==> config.mk <==
export PLATFORM = sky130hd
export DESIGN_NAME = streaming_substring_replace_unit
export DESIGN_NICKNAME = d
export VERILOG_FILES = /design/src/rtl/core/ssr_pkg.sv /design/src/rtl/core/ssr_csr.sv /design/src/rtl/core/ssr_window.sv /design/src/rtl/core/ssr_burst.sv /design/src/rtl/core/streaming_substring_replace_unit.sv
export SDC_FILE = /design/constraint.sdc
export NUM_CORES = 1
export LEC_CHECK = 0
export BUFFER_PORTS_ARGS = -buffer_cell sky130_fd_sc_hd__buf_2
export CAP_MARGIN = 25
export CORE_MARGIN = 5
export CORE_UTILIZATION = 45
export CTS_BUF_LIST = sky130_fd_sc_hd__clkbuf_4
export CTS_CLUSTER_DIAMETER = 80
export CTS_CLUSTER_SIZE = 20
export DETAILED_ROUTE_END_ITERATION = 12
export GPL_TIMING_DRIVEN = 0
export SYNTH_ARGS = -nofsm -noshare
export SYNTH_HDL_FRONTEND = slang
export SYNTH_SLANG_ARGS = --single-unit
==> constraint.sdc <==
create_clock -name clock -period 12.57 [get_ports clock]
set_input_delay 0.6285 -clock clock [delete_from_list [all_inputs] [get_ports clock]]
set_output_delay 0.6285 -clock clock [all_outputs]
set_load 0.05 [all_outputs]
==> src/rtl/core/ssr_pkg.sv <==
// ----------------------------------------------------------------------------
// ssr_pkg: shared types and constants for the substring replace unit
// Transaction structs, register indexes and default size limits.
// ----------------------------------------------------------------------------
package ssr_pkg;

   localparam int DEFAULT_MAX_SEARCH  = 8;
   localparam int DEFAULT_MAX_REPLACE = 8;

   localparam int CFG_W     = 64;
   localparam int LEN_W     = 4;
   localparam int CSR_IDX_W = 3;

   localparam logic [CSR_IDX_W-1:0] CSR_SEARCH_PATTERN     = 3'd0;
   localparam logic [CSR_IDX_W-1:0] CSR_SEARCH_LENGTH      = 3'd1;
   localparam logic [CSR_IDX_W-1:0] CSR_REPLACEMENT_TEXT   = 3'd2;
   localparam logic [CSR_IDX_W-1:0] CSR_REPLACEMENT_LENGTH = 3'd3;

   typedef struct packed {
      logic [7:0] in_byte;
      logic       in_last;
   } ssr_req_type;

   typedef struct packed {
      logic [7:0] out_byte;
      logic       out_has_byte;
      logic       out_last;
   } ssr_rsp_type;

   typedef struct packed {
      logic [CFG_W-1:0] search_pattern;
      logic [LEN_W-1:0] search_length;
      logic [CFG_W-1:0] replacement_text;
      logic [LEN_W-1:0] replacement_length;
   } ssr_cfg_type;

   // Control from the window stage to the result sequencer
   typedef struct packed {
      logic load;
      logic marker;
      logic last;
   } ssr_load_type;

endpackage

==> src/rtl/core/ssr_csr.sv <==
// ----------------------------------------------------------------------------
// ssr_csr: configuration registers
// Holds the search pattern, replacement text and their lengths.
// ----------------------------------------------------------------------------
module ssr_csr (
   input  logic                            clock,
   input  logic                            reset,
   input  logic                            csr_valid,
   output logic                            csr_ready,
   input  logic [ssr_pkg::CSR_IDX_W-1:0]   csr_index,
   input  logic [ssr_pkg::CFG_W-1:0]       csr_data,
   output ssr_pkg::ssr_cfg_type            cfg
);
   import ssr_pkg::*;

   ssr_cfg_type cfg_ff;
   logic        write;

   assign csr_ready = 1'b1;
   assign write     = csr_valid && csr_ready;
   assign cfg       = cfg_ff;

   always_ff @(posedge clock) begin
      if (reset) begin
         cfg_ff <= '0;
      end else if (write) begin
         case (csr_index)
            CSR_SEARCH_PATTERN: begin
               cfg_ff.search_pattern <= csr_data;
            end
            CSR_SEARCH_LENGTH: begin
               cfg_ff.search_length <= csr_data[LEN_W-1:0];
            end
            CSR_REPLACEMENT_TEXT: begin
               cfg_ff.replacement_text <= csr_data;
            end
            CSR_REPLACEMENT_LENGTH: begin
               cfg_ff.replacement_length <= csr_data[LEN_W-1:0];
            end
            default: begin
            end
         endcase
      end
   end

endmodule

==> src/rtl/core/ssr_window.sv <==
// ----------------------------------------------------------------------------
// ssr_window: match window and burst builder
// Appends each accepted byte, tests for a match and builds the result burst.
// ----------------------------------------------------------------------------
module ssr_window #(
   parameter int MAX_SEARCH  = ssr_pkg::DEFAULT_MAX_SEARCH,
   parameter int MAX_REPLACE = ssr_pkg::DEFAULT_MAX_REPLACE,
   localparam int BURST      = (MAX_SEARCH > MAX_REPLACE) ? MAX_SEARCH : MAX_REPLACE,
   localparam int BURST_W    = BURST * 8,
   localparam int CNT_W      = $clog2(BURST + 1)
) (
   input  logic                   clock,
   input  logic                   reset,
   input  ssr_pkg::ssr_cfg_type   cfg,
   input  logic                   accept,
   input  ssr_pkg::ssr_req_type   req_data,
   output ssr_pkg::ssr_load_type  load_ctl,
   output logic [CNT_W-1:0]       burst_count,
   output logic [BURST_W-1:0]     burst_bytes
);
   import ssr_pkg::*;

   localparam int WIN_W  = MAX_SEARCH * 8;
   localparam int REP_W  = MAX_REPLACE * 8;
   localparam int FILL_W = $clog2(MAX_SEARCH + 1);

   logic [WIN_W-1:0]  win_ff, win_in;
   logic [FILL_W-1:0] fill_ff, fill_in;

   logic [FILL_W-1:0] slen;
   logic [CNT_W-1:0]  rlen;
   logic [FILL_W-1:0] fill_app;
   logic [WIN_W-1:0]  win_app;
   logic [FILL_W-1:0] pop;
   logic              match_all;
   logic              hit;
   logic [CNT_W-1:0]  count;
   logic              marker;

   always_comb begin
      slen = (cfg.search_length > LEN_W'(MAX_SEARCH)) ? FILL_W'(MAX_SEARCH)
                                                      : FILL_W'(cfg.search_length);
      rlen = (cfg.replacement_length > LEN_W'(MAX_REPLACE)) ? CNT_W'(MAX_REPLACE)
                                                            : CNT_W'(cfg.replacement_length);
      fill_app = fill_ff + FILL_W'(1);
      // bytes above the fill level are always zero, so an OR places the new byte
      win_app  = win_ff | (WIN_W'(req_data.in_byte) << {fill_app - FILL_W'(1), 3'b000});

      match_all = 1'b1;
      for (int i = 0; i < MAX_SEARCH; i++) begin
         if (FILL_W'(i) < slen && win_app[i*8 +: 8] != cfg.search_pattern[i*8 +: 8]) begin
            match_all = 1'b0;
         end
      end
      hit = (slen != '0) && (fill_app == slen) && match_all;

      // drain down to one below the pattern length; drain all on last or pass through
      if (req_data.in_last || slen == '0) begin
         pop = fill_app;
      end else if (fill_app >= slen) begin
         pop = fill_app - slen + FILL_W'(1);
      end else begin
         pop = '0;
      end

      count  = hit ? rlen : CNT_W'(pop);
      marker = req_data.in_last && (count == '0);
      if (marker) begin
         count = CNT_W'(1);
      end

      if (hit || req_data.in_last) begin
         win_in  = '0;
         fill_in = '0;
      end else begin
         win_in  = win_app >> {pop, 3'b000};
         fill_in = fill_app - pop;
      end
   end

   assign burst_bytes     = hit ? BURST_W'(cfg.replacement_text[REP_W-1:0]) : BURST_W'(win_app);
   assign burst_count     = count;
   assign load_ctl.load   = accept && (count != '0);
   assign load_ctl.marker = marker;
   assign load_ctl.last   = req_data.in_last;

   always_ff @(posedge clock) begin
      if (reset) begin
         win_ff  <= '0;
         fill_ff <= '0;
      end else if (accept) begin
         win_ff  <= win_in;
         fill_ff <= fill_in;
      end
   end

endmodule

==> src/rtl/core/ssr_burst.sv <==
// ----------------------------------------------------------------------------
// ssr_burst: result register and sequencer
// Holds one item's result burst and presents it one byte per transaction.
// ----------------------------------------------------------------------------
module ssr_burst #(
   parameter int MAX_SEARCH  = ssr_pkg::DEFAULT_MAX_SEARCH,
   parameter int MAX_REPLACE = ssr_pkg::DEFAULT_MAX_REPLACE,
   localparam int BURST      = (MAX_SEARCH > MAX_REPLACE) ? MAX_SEARCH : MAX_REPLACE,
   localparam int BURST_W    = BURST * 8,
   localparam int CNT_W      = $clog2(BURST + 1)
) (
   input  logic                   clock,
   input  logic                   reset,
   input  ssr_pkg::ssr_load_type  load_ctl,
   input  logic [CNT_W-1:0]       burst_count,
   input  logic [BURST_W-1:0]     burst_bytes,
   output logic                   free,
   output logic                   rsp_valid,
   input  logic                   rsp_stall,
   output ssr_pkg::ssr_rsp_type   rsp_data
);
   import ssr_pkg::*;

   localparam int IDX_W = (BURST > 1) ? $clog2(BURST) : 1;

   logic               valid_ff;
   logic [IDX_W-1:0]   idx_ff;
   logic [BURST_W-1:0] bytes_ff;
   logic [CNT_W-1:0]   count_ff;
   logic               marker_ff;
   logic               last_ff;
   logic               last_beat;
   logic               fire;

   assign last_beat = (CNT_W'(idx_ff) + CNT_W'(1)) == count_ff;
   assign fire      = valid_ff && !rsp_stall;
   assign free      = !valid_ff || (last_beat && !rsp_stall);

   assign rsp_valid             = valid_ff;
   assign rsp_data.out_byte     = marker_ff ? 8'd0 : bytes_ff[{idx_ff, 3'b000} +: 8];
   assign rsp_data.out_has_byte = !marker_ff;
   assign rsp_data.out_last     = last_ff && last_beat;

   always_ff @(posedge clock) begin
      if (reset) begin
         valid_ff <= 1'b0;
         idx_ff   <= '0;
      end else if (load_ctl.load) begin
         valid_ff <= 1'b1;
         idx_ff   <= '0;
      end else if (fire && last_beat) begin
         valid_ff <= 1'b0;
      end else if (fire) begin
         idx_ff <= idx_ff + IDX_W'(1);
      end
   end

   always_ff @(posedge clock) begin
      if (load_ctl.load) begin
         bytes_ff  <= burst_bytes;
         count_ff  <= burst_count;
         marker_ff <= load_ctl.marker;
         last_ff   <= load_ctl.last;
      end
   end

endmodule

==> src/rtl/core/streaming_substring_replace_unit.sv <==
// ----------------------------------------------------------------------------
// streaming_substring_replace_unit: streaming find and replace on a byte stream
// Replaces every leftmost, non-overlapping occurrence of a pattern.
// ----------------------------------------------------------------------------
// Each input transaction is matched against the window in the cycle it is
// accepted, and its results (zero to max(MAX_SEARCH, MAX_REPLACE) bytes, or one
// empty end marker on a last byte) load into the result register, first
// result showing in the next cycle. While rsp_stall is low, the result register
// sends one byte per cycle, so an item producing more than one result keeps
// req_stall high until its last result is sent, and items producing zero or
// one result flow at one per cycle. Program the registers only while the unit is idle.
module streaming_substring_replace_unit #(
   parameter int MAX_SEARCH  = ssr_pkg::DEFAULT_MAX_SEARCH,
   parameter int MAX_REPLACE = ssr_pkg::DEFAULT_MAX_REPLACE
) (
   input  logic                            clock,
   input  logic                            reset,
   input  logic                            req_valid,
   output logic                            req_stall,
   input  ssr_pkg::ssr_req_type            req_data,
   output logic                            rsp_valid,
   input  logic                            rsp_stall,
   output ssr_pkg::ssr_rsp_type            rsp_data,
   input  logic                            csr_valid,
   output logic                            csr_ready,
   input  logic [ssr_pkg::CSR_IDX_W-1:0]   csr_index,
   input  logic [ssr_pkg::CFG_W-1:0]       csr_data
);
   import ssr_pkg::*;

   localparam int BURST   = (MAX_SEARCH > MAX_REPLACE) ? MAX_SEARCH : MAX_REPLACE;
   localparam int BURST_W = BURST * 8;
   localparam int CNT_W   = $clog2(BURST + 1);

   ssr_cfg_type        cfg;
   ssr_load_type       load_ctl;
   logic [CNT_W-1:0]   burst_count;
   logic [BURST_W-1:0] burst_bytes;
   logic               free;
   logic               accept;

   assign req_stall = !free;
   assign accept    = req_valid && !req_stall;

   ssr_csr u_csr (
      .clock     (clock),
      .reset     (reset),
      .csr_valid (csr_valid),
      .csr_ready (csr_ready),
      .csr_index (csr_index),
      .csr_data  (csr_data),
      .cfg       (cfg)
   );

   ssr_window #(
      .MAX_SEARCH  (MAX_SEARCH),
      .MAX_REPLACE (MAX_REPLACE)
   ) u_window (
      .clock       (clock),
      .reset       (reset),
      .cfg         (cfg),
      .accept      (accept),
      .req_data    (req_data),
      .load_ctl    (load_ctl),
      .burst_count (burst_count),
      .burst_bytes (burst_bytes)
   );

   ssr_burst #(
      .MAX_SEARCH  (MAX_SEARCH),
      .MAX_REPLACE (MAX_REPLACE)
   ) u_burst (
      .clock       (clock),
      .reset       (reset),
      .load_ctl    (load_ctl),
      .burst_count (burst_count),
      .burst_bytes (burst_bytes),
      .free        (free),
      .rsp_valid   (rsp_valid),
      .rsp_stall   (rsp_stall),
      .rsp_data    (rsp_data)
   );

`ifndef SYNTHESIS
   // input only backs up behind a pending result
   assert property (@(posedge clock) disable iff (reset) req_stall |-> rsp_valid)
      else $error("input stalled with no result pending");

   // an empty end marker always closes the stream
   assert property (@(posedge clock) disable iff (reset)
      rsp_valid && !rsp_data.out_has_byte |-> rsp_data.out_last)
      else $error("empty marker without last flag");

   // a newly accepted transaction with results shows a result next cycle
   assert property (@(posedge clock) disable iff (reset) load_ctl.load |=> rsp_valid)
      else $error("loaded burst not presented");
`endif

endmodule

== Yosys cells after proc, flatten, opt, wreduce, memory -nomap -nowiden ==
Index checks and enable logic that the tools add are counted.

* Register bits after elaboration: 278
* Input port bits: 81
* Output and inout port bits: 13
* Logic and storage cells: 104

* Add/sub/neg operators: 7
* Magnitude comparators: 11
* Equality and inequality tests: 13
* Shift operators: 3
* Muxes and demuxes: 20
* Bitwise gates (word level): 2
* Reductions and logical operators: 36

{| class="wikitable"
|+ Operators by type and width
! cell !! number
|-
| $mux W64 || 2
|-
| $ne A8 B8 Y1 || 8
|-
| $or A64 B64 Y64 || 1
|-
| $shiftx A64 B7 Y8 || 1
|-
| $shl A8 B7 Y64 || 1
|-
| $shr A64 B7 Y64 || 1
|-
| $mux W4 || 7
|-
| $logic_and A1 B1 Y1 || 17
|-
| $lt A3 B4 Y1 const A || 4
|-
| $mux W1 || 10
|-
| $reduce_and A2 Y1 || 5
|-
| $add A4 B1 Y4 const B || 2
|-
| $eq A4 B4 Y1 || 2
|-
| $gt A4 B4 Y1 const B || 2
|-
| $logic_not A4 Y1 || 2
|-
| $lt A1 B4 Y1 const A || 2
|-
| $lt A2 B4 Y1 const A || 2
|-
| $mux W8 || 1
|-
| $reduce_bool A4 Y1 || 2
|-
| $sub A4 B4 Y4 || 2
|-
| $eq A3 B2 Y1 const B || 2
|-
| $add A3 B1 Y4 const B || 1
|-
| $ge A4 B4 Y1 || 1
|-
| $logic_not A1 Y1 || 4
|-
| 8 further kinds || 10
|}

== Longest topological paths before layout ==
* Word-level depth: 22
* Depth in mapped cells: 19
* Gate-level depth less buffers: 14

== By module ==
Synthesis repeated with hierarchy kept, for this count alone.

* Cells, all modules: 1816
* Area, all modules: 16148.0 um^2

{| class="wikitable"
|+ Modules (own cells, without submodules)
! module !! times used !! cells each !! area each (um^2) !! seq. area each (um^2)
|-
| ssr_window || 1 || 1150 || 7594.8 || 1361.3
|-
| ssr_csr || 1 || 517 || 5609.1 || 2722.6
|-
| ssr_burst || 1 || 147 || 2934.1 || 2182.1
|-
| streaming_substring_replace_unit || 1 || 2 || 10.0 || 0.0
|}

== Worst setup path after synthesis ==
Ideal clock, no wire load.

* Path type: reg2reg
* Start: register u_window.fill_ff[0]
* End: register u_burst.bytes_ff[0] (enable)
* Library setup time: 0.521 ns
* Data arrival time: 6.490 ns
* Required time: 12.049 ns
* Slack: 5.559 ns
* Stages on the path, launching flop included: 17
* Path buffers: 4
* Period minus slack after synthesis: 7.011 ns
* Path through: dfxtp_1 > buf_2 > and2_1 > clkbuf_1 > nand2_1 > xnor2_1 > ha_1 > o211a_1 > o21ai_0 > o21a_1 > inv_1 > clkbuf_1 > buf_1 > nor2_1 > nand2_1 > mux2i_2 > a21oi_1

{| class="wikitable"
|+ RTL lines
! what !! RTL line !! source
|-
| from (decl) || ssr_window.sv:28 || <nowiki>logic [FILL_W-1:0] fill_ff, fill_in;</nowiki>
|-
| from (signal assigned) || ssr_window.sv:93 || <nowiki>fill_ff <= fill_in;</nowiki>
|-
| to (signal assigned) || ssr_burst.sv:60 || <nowiki>bytes_ff <= burst_bytes;</nowiki>
|-
| to (decl) || ssr_burst.sv:28 || <nowiki>logic [BURST_W-1:0] bytes_ff;</nowiki>
|}

==> flow_summary.json <==
{
  "peakVddDrop_uv": 99.6,
  "async_reset_ff_share_pct": 0,
  "fmax_mhz": 160,
  "synth_common_cells": "nand2_1 (441), a21oi_1 (280), dfxtp_1 (208), nor2_1 (171), clkbuf_1 (108)",
  "ys.flop_type": "dfxtp_1",
  "syn2layout_area_growth_pct": 9.66,
  "yosys.area_share.simple_pct": 19.6,
  "worst_slack_ns": 6.31,
  "rsz0062_at_grt": "no",
  "synth.area.top_cells": "dfxtp_1 (29%), edfxtp_1 (15%), nand2_1 (11%), a21oi_1 (9.7%), nor2_1 (4.4%)",
  "synthMuxAreaShare_pct": 5.92,
  "synth_fa_ha_area_share_pct": 1.45,
  "reg2reg_to": "u_burst.bytes_ff[26]",
  "skew_ns": 0.0285,
  "synth_most_common_cell": "nand2_1",
  "antenna_found_initial": 2,
  "critPathCaptureType": "flop",
  "cts_hold_buf": 0,
  "worst_pin_slew_ns": 1.12,
  "core_area_mm2": 0.0316,
  "power.density_mw_per_mm2": 109,
  "initial_core_util_pct": 45.7,
  "placed_cell_area_mm2": 0.0155,
  "reg2reg_setup_slack_ns": 6.31,
  "cts-root-buf": "clkbuf_4",
  "drtIter0Drc": 1532,
  "drt_pre_antenna_iters": 6,
  "die_h_um": 189,
  "hold_viol_final": 0,
  "synth_top_family_by_area": "compound AO/OA/AOI/OAI gates",
  "netlist_instances": 1811,
  "hp-class": "input pin to flop",
  "yosysUniqueCellTypes": 67,
  "fin_area_mm2": 0.0158,
  "synth.net_count": 1907,
  "min_path_cells": 3,
  "max-slew-margin-rel_pct": 25.4,
  "outcome": "completed",
  "reg2reg_from": "u_window.fill_ff[0]",
  "max_stage_delay_ns": 0.73,
  "min_period_over_period_pct": 49.8,
  "ant_nets": 0,
  "synth_edf_count": 70,
  "h-tree-depth": 1,
  "hp-start": "csr_data[52]",
  "wire_per_inst_um": 27.3,
  "arrival_ns": 6.72,
  "cap_violations": 0,
  "grt_overflow": 0,
  "synth_area_mm2": 0.0145,
  "critPathSlowestCell": "buf_1",
  "cts_sinks": 278,
  "post_cts_resized": 0,
  "die_w_um": 189,
  "worst-setup-path-type": "flop to flop",
  "grt_max_degree": 32,
  "vias": 14457,
  "cp_max_fo": 30,
  "clock_path_buffers": 3,
  "final_layout_size_suffix_gt1_share_pct": 10.1,
  "finalSetupViolCount": 0,
  "clkTransAtPathRegs_ns": 0.22,
  "ys_ff_latch": 278,
  "critPathLaunchType": "flop",
  "drt-total-wl_mm": 64.1,
  "setup_tns_ns": 0,
  "synth_seq_area_share_pct": 43.4,
  "final_max_slew_viol_count": 0,
  "worstPathRequired_ns": 13.03,
  "num-nets-final": 2026,
  "synth_xor_area_share_pct": 2.46,
  "top_level_ports": 94,
  "path_cells": "buf_2 > and2_1 > clkbuf_1 > nand2_1 > xnor2_1 > ha_1 > o211a_1 > o21ai_0 > o21a_1 > inv_1 > clkbuf_1 > buf_1 > nor2_1 > nand2_1 > mux2i_2 > a21oi_4 > buf_12",
  "cts_made_buffers": 19,
  "ys_warn_count": 0,
  "fin_crit_ns": 6.26,
  "grt_pass1_vias": 13350,
  "row_count": 65,
  "grt_pass1_wl_mm": 90.7,
  "yosys.area.top_type": "dfxtp_1",
  "whs_endpoint": "u_csr.cfg[56]",
  "gp_congestion": 1.04,
  "preCtsSetupSlack_ns": 6.65,
  "drc": 0,
  "post_cts_buffers": 0,
  "dp_hpwl_mm": 49.1,
  "synth_compound_area_share_pct": 22.4,
  "via_per_inst": 6.16,
  "synth_top_area_share_pct": 28.8,
  "avgSynthCellArea_um2": 7.98,
  "clk_latency_ns": 0.76,
  "port_buffers": 87,
  "p_leak_nw": 5.73,
  "die_area_mm2": 0.0358,
  "cts_tree": "done",
  "grt_usage_pct": 34.3,
  "ff2ff_path_depth": 17
}
[per-layer routing]
metal | share of wire [%] | vias up | GRT usage [%]
li1 | - | 6580 | -
met1 | 42 | 6990 | 46.0
met2 | 45 | 719 | 55.3
met3 | 7.4 | 168 | 4.22
met4 | 6.0 | 0 | 16.6
met5 | 0 | - | 0
[through the flow]
step,power [mW],hold WS [ns],util [%],instances
after floorplan,1.15,0.426,-,1811
after global placement,1.29,0.436,48.6,2300
after detailed placement,1.29,0.441,49.1,2309
after CTS,1.72,0.0409,50.0,2343
after global routing,1.77,0.0550,50.1,2347
final,1.72,0.0838,50.1,2347
[registers in the layout, summed over array words and instances, names as in the netlist]
name	cells
u_csr.cfg	136
u_burst.bytes_ff	64
u_window.win_ff	64
u_burst.count_ff	4
u_window.fill_ff	4
u_burst.idx_ff	3
u_burst.last_ff	1
u_burst.marker_ff	1
u_burst.rsp_valid	1
[worst max-delay path by stage]
stage	depth (start not counted)	endpoint	from	slack, ns
after floorplan	16	u_burst.bytes_ff[0]	u_window.fill_ff[0]	5.56
after global placement	16	u_burst.bytes_ff[38]	u_window.fill_ff[0]	1.96
after detailed placement	17	u_burst.bytes_ff[26]	u_window.fill_ff[0]	6.65
after CTS	17	u_burst.bytes_ff[15]	u_window.fill_ff[0]	6.60
after global routing	17	u_burst.bytes_ff[16]	u_window.fill_ff[0]	6.26
final	17	u_burst.bytes_ff[26]	u_window.fill_ff[0]	6.31
[final cells by class]
| type | instances | area, um^2 |
|---|---|---|
| clock buffer | 27 | 203 |
| multi-input combinational | 1360 | 7510 |
| fill | 3179 | 15800 |
| buffer | 141 | 572 |
| timing repair buffer | 98 | 589 |
| sequential | 278 | 6270 |
| tap | 402 | 503 |
| inverter | 32 | 120 |
| clock inverter | 7 | 82.6 |
| antenna | 2 | 5.00 |
[layout by cell type, fill, tap and decap left out, types with 17 or more instances in the layout]
cell,Yosys,routed
o21ai_0,93,93
mux2i_1,38,38
edfxtp_1,70,70
buf_2,18,106
nor2_1,171,170
a21oi_1,280,279
xnor2_1,29,29
clkbuf_4,0,27
a211oi_1,46,46
nand2_1,441,441
o22ai_1,45,45
clkbuf_1,108,108
dfxtp_1,208,208
inv_1,31,31
a41oi_1,17,17
[logic make-up after synthesis]
group                      count (synthesis)
DFF                                      278
muxes                                     64
AOI/OAI and AO/OA                        552
buffers and inverters                    173
adders and majority gates                 15
xor gates and xnor gates                  39
other                                      1
and+or+nand+nor                          689
[worst max-delay path: cells and delay by family (launching register included)]
family	cells	cell delay (ns)
buf+inv	6	2.70
compound gates	4	1.13
simple gates	4	0.72
flops	1	0.54
xor+xnor	1	0.40
fa+ha+maj	1	0.23
mux	1	0.18
[power by group]
part | switching, mW | internal, mW | total [mW]
Clock | 0.315 | 0.127 | 0.442
Combinational | 0.217 | 0.0907 | 0.308
Sequential | 0.0227 | 0.951 | 0.974
Total | 0.555 | 1.17 | 1.72
Note: power is estimated with default switching activity, not from simulation.
